--- src/hw/rtl/til_pkg.sv ---
// Shared types and constants for the trie insert/lookup block.
// No dependencies; imported by the controller, datapath and top level.
package til_pkg;

    localparam int MAX_NODES_DEF     = 1024;
    localparam int ALPHABET_SIZE_DEF = 52;
    localparam int SYMBOL_W          = 6;
    localparam int NODES_USED_W      = 11;

    localparam logic MODE_INSERT = 1'b0;
    localparam logic MODE_LOOKUP = 1'b1;

    typedef enum logic [2:0] {
        ST_CLEAR,
        ST_IDLE,
        ST_EVAL,
        ST_MARK,
        ST_DONE
    } til_state_t;

    typedef struct packed {
        logic clear_step;
        logic accept;
        logic eval;
        logic mark_read;
        logic finish;
    } til_cmd_t;

    typedef struct packed {
        logic clear_done;
        logic item_last;
        logic item_insert;
        logic out_free;
    } til_sts_t;

endpackage

--- src/hw/rtl/til_ctrl.sv ---
// Controller state machine for the trie insert/lookup block.
// Depends on til_pkg; drives datapath commands from datapath status.
module til_ctrl (
    input  logic               clk,
    input  logic               rst_n,
    input  logic               in_valid,
    output logic               in_stall,
    input  til_pkg::til_sts_t  sts,
    output til_pkg::til_cmd_t  cmd
);
    import til_pkg::*;

    til_state_t state_reg;
    til_state_t state_next;

    always_ff @(posedge clk or negedge rst_n)
    begin
        if (!rst_n)
        begin
            state_reg <= ST_CLEAR;
        end
        else
        begin
            state_reg <= state_next;
        end
    end

    always_comb
    begin
        state_next = state_reg;
        unique case (state_reg)
            ST_CLEAR:
            begin
                if (sts.clear_done)
                begin
                    state_next = ST_IDLE;
                end
            end
            ST_IDLE:
            begin
                if (in_valid)
                begin
                    state_next = ST_EVAL;
                end
            end
            ST_EVAL:
            begin
                priority if (!sts.item_last)
                begin
                    state_next = ST_IDLE;
                end
                else if (sts.item_insert)
                begin
                    state_next = ST_DONE;
                end
                else
                begin
                    state_next = ST_MARK;
                end
            end
            ST_MARK:
            begin
                state_next = ST_DONE;
            end
            ST_DONE:
            begin
                if (sts.out_free)
                begin
                    state_next = ST_IDLE;
                end
            end
            default:
            begin
                state_next = ST_CLEAR;
            end
        endcase
    end

    always_comb
    begin
        cmd      = '0;
        in_stall = 1'b1;
        unique case (state_reg)
            ST_CLEAR:
            begin
                cmd.clear_step = 1'b1;
            end
            ST_IDLE:
            begin
                in_stall   = 1'b0;
                cmd.accept = in_valid;
            end
            ST_EVAL:
            begin
                cmd.eval = 1'b1;
            end
            ST_MARK:
            begin
                cmd.mark_read = 1'b1;
            end
            ST_DONE:
            begin
                cmd.finish = sts.out_free;
            end
            default:
            begin
                cmd = '0;
            end
        endcase
    end

endmodule

--- config.mk ---
export PLATFORM = sky130hd
export DESIGN_NAME = til_ctrl
export DESIGN_NICKNAME = d
export VERILOG_FILES = /design/src/hw/rtl/til_pkg.sv /design/src/hw/rtl/til_ctrl.sv
export SDC_FILE = /design/constraint.sdc
export NUM_CORES = 1
export LEC_CHECK = 0
export ABC_AREA = 1
export BUFFER_PORTS_ARGS = -buffer_cell sky130_fd_sc_hd__buf_2
export CORE_AREA = 2 2 39 41
export DETAILED_ROUTE_END_ITERATION = 10
export DIE_AREA = 0 0 41 43
export PLACE_DENSITY = 0.49
export SYNTH_ARGS = -nofsm -noshare
export SYNTH_HDL_FRONTEND = slang
export SYNTH_SLANG_ARGS = --single-unit
--- constraint.sdc ---
create_clock -name clk -period 2.9 [get_ports clk]
set_clock_uncertainty 0.2 [all_clocks]
set_input_delay 0.725 -clock clk [delete_from_list [all_inputs] [get_ports clk]]
set_output_delay 0.725 -clock clk [all_outputs]
set_load 0.02 [all_outputs]
======== Word level (Yosys, flattened, before mapping) ========
Cells that the tools add are included.
operators by class
  equality and inequality tests ........... 7
  mux-type cells .......................... 12
  reductions and logical operators ........ 2
operators by type and width
  operator                                                                number
  3-bit 2-to-1 mux                                                        5
  3-bit case mux with 5 select lines                                      1
  3-bit by 2-bit equality test with 1-bit output (second input constant)  2
  1-bit 2-to-1 mux                                                        6
  2-bit != test (second input constant)                                   3
  3-bit by 1-bit equality test with 1-bit output (second input constant)  1
  3-bit equality test (second input constant)                             1
  3-bit zero test                                                         1
  3-bit AND reduction                                                     1
word-level totals
  bits in registers ....................... 3
  input port bits ......................... 7
  output and inout bits ................... 6
  logic and storage cells ................. 22

======== Logic depth before layout (Yosys ltp) ========
  word-level depth ........................ 3
  mapped depth ............................ 6
  depth with buffers taken out ............ 6

======== Least setup slack after synthesis ========
No wires, ideal clock.
  path kind ............................... input -> output
  from .................................... input sts[0] (netlist bit)
  to ...................................... output cmd[0] (netlist bit)
  data arrival time ....................... 1248 ps
  required time ........................... 1975 ps
  path slack .............................. 727 ps
  stages on the path ...................... 2
  buffers on the path ..................... 0
  cells stage by stage .................... inv_1 nor3_1
RTL lines
  what             line           text
  start, declared  til_ctrl.sv:8  input til_pkg::til_sts_t sts,
  end, declared    til_ctrl.sv:9  output til_pkg::til_cmd_t cmd

==> results by group <==
Status
  • Status: finished, final reports clean

Floorplanning
  • Die Area: 1760 µm²
  • Core area: roughly 1400 µm²
  • Initial core utilization: 17.4%
  • # IOs: 13
  • Row count: 14
  • Die Height: around 43 µm
  • Chip width: just over 40 µm

Power and ir drop
  • P_sw: 186 µW
  • PwrDens: ~1100 nW/µm²
  • Part of the power in registers: between 20 and 25%
  • Clock share of power: 18.9%
  • Leakage Power: between 0.0002 and 0.00025 µW
  • Comb pwr share: 58.8%
  • Internal cell power: about 190 µW
  • Sw frac: 49.1%
  • VDD IR max: around 0.28 mV

Critical path
  • Reg2reg setup slack: ~1600 ps
  • RR Endpoint: state_reg[0]
  • Cell family with most CP delay: flip-flops
  • Critical-path cell list: nor2_2 -> inv_1 -> nor3_1 -> buf_2
  • Worst-path fanout max: 4
  • Critical Path Source: state_reg[1]
  • Critical Path Max Stage Delay: between 400 and 500 ps
  • CP endpoint: cmd[0]
  • Reg2Reg Depth: 4
  • CP Class: reg2out
  • CP max stage cell: dfrtp_1
  • CP arrival: roughly 1200 ps
  • WP depth: 4
  • Worst Path Required: around 2000 ps
  • FF-to-FF Start: state_reg[1]
  • Startpoint Class: flip-flop
  • WP buf/inv: 2
  • Critical Path End Type: output port

Layout
  • Most common cell after layout, fill and taps aside: buf_2
  • ANT cells: 0
  • Most frequent cells in the layout: buf_2 (12), inv_1 (6), nor2_1 (6)
  • Fillers: roughly 160
  • Synth-to-Final Area Change: 44.3%
  • Multi-input gate area: roughly 130 µm²
  • Nets: a little under 60
  • Post-route cell area: 347 µm²
  • Layout cells sized above 1: between 50% and 60%
  • Max reg flops: 3
  • Register Area: about 75 µm²
  • Final core utilization: roughly 25%

STA
  • RSZ-0062 raised after global routing: false
  • Period minus WS final: between 2000 and 2500 ps
  • Hold Violations, Final: 0
  • Final period utilization: ~74%
  • Fmax: about 470 MHz
  • Setup TNS: 0 ps
  • Rel. slew slack: 89.1%
  • Final Max Tran Viols: 0
  • Worst-Margin Slew: roughly 160 ps
  • Final setup violation count: 0

Synthesis
  • Mean post-synth cell area: 7.07 µm²
  • Number of synthesized register bits: 3
  • Synth Instances: 34
  • Seq/Total Area, Yosys: a little under a third
  • Ys Warns: 0
  • Synth Cell Area: about 240 µm²
  • Post-Syn Nets: 41
  • Yosys cell types: 14

Global routing
  • First-pass GRT wire length: roughly 790 µm
  • GRT overflow: 0
  • Largest net degree at the start of global routing: 5
  • Initial antenna violation count: 0
  • GRT Util Overall: ~7.0%
  • Number of global-route vias before repair: between 200 and 250

Routing
  • Antenna viol nets, final: 0
  • Residual DRC: 0
  • Via-to-Cell Ratio: between 3 and 4
  • First-pass DRT Iterations: 2
  • Drt wl/cell: ~8 µm
  • Initial DRC count: 1
  • Total number of vias: 244
  • Routed WL: slightly above 500 µm

Placement
  • Port Buffers: 12
  • Placer Congestion: approximately 0.66
  • HPWL Detailed: 454 µm
  • Placed cell area: between 300 and 400 µm²

Clock network
  • CTS max path bufs: 2
  • PostCTS Resize Cnt: 0
  • Inserted Clock Buffers: 3
  • Post-CTS Hold Buffers: 0
  • CTS clk-pin slew, worst paths: around 40 ps
  • Worst-Skew Late Latency: about 230 ps
  • H-tree depth: 1
  • CTS tree: built
  • CTS root buffer: clkbuf_4
  • Clock sink count: 3
  • Postcts setup bufs: 0

Flow run
  • Max-cap viol count: 0

Hold path
  • Worst hold path class: in2async
==> metal layers <==
layer	up-vias	track usage (%)	wire [µm]
li1	136	-	-
met1	100	6.80	210
met2	8	10.6	262
met3	0	3.14	45
met4	0	6.00	0
met5	-	0	0
==> synth_stat cells <==
master    number  area (µm²)
a21boi_1       1        7.51
a21oi_1        1        5.00
dfrtp_1        3        75.1
inv_1          6        22.5
inv_2          4        15.0
nand2_1        3        11.3
nand3_1        1        5.00
nand3_2        3        30.0
nand3b_1       1        7.51
nor2_1         6        22.5
nor2_2         2        12.5
nor3_1         1        5.00
nor3_2         1        10.0
o21bai_2       1        11.3
==> power groups by stage <==
stage / clock, µW / combinational [µW] / sequential, µW
6_report: 71.6 / 222 / 84.5
5_1_grt: 82.2 / 242 / 87.9
4_1_cts: 75.6 / 226 / 84.6
3_5_place_dp: 0 / 225 / 85.1
3_3_place_gp: 0 / 224 / 84.0
2_1_floorplan: 0 / 168 / 81.4
==> cell type report <==
cell class | instances | area share [%]
well taps | 16 | 5.78
repair buffers | 12 | 17.3
multi-input cells | 21 | 36.8
clock buffers | 4 | 7.58
inverters | 10 | 10.8
flip-flops and latches | 3 | 21.7
==> logic make-up after synthesis <==
group                  count (synthesis)  share of synthesized area (%)
and+or+nand+nor                       18                           43.2
buffers and inverters                 10                           15.6
DFF                                    3                           31.2
AOI/OAI and AO/OA                      3                           9.89
==> how the worst min path moves through the flow <==
| stage | endpoint | slack [ps] | cells past startpoint |
|---|---|---|---|
| 6_report | state_reg[1] | 80 | 1 |
| 5_1_grt | state_reg[1] | 60 | 1 |
| 4_1_cts | state_reg[1] | 70 | 1 |
| 3_5_place_dp | state_reg[2] | 320 | 1 |
| 3_3_place_gp | state_reg[2] | 320 | 1 |
| 2_1_floorplan | state_reg[0] | 230 | 0 |
==> metrics by stage <==
stage | hold slack (ps) | setup slack, ps | cells | power [µW]
floorplan | 229 | 727 | 34 | 250
global placement | 322 | 821 | 62 | 308
detailed placement | 321 | 808 | 62 | 310
CTS | 73.4 | 762 | 66 | 386
global route | 61.5 | 707 | 66 | 412
finish | 81.4 | 764 | 66 | 378
No activity file was read; power rests on OpenSTA's default activity.
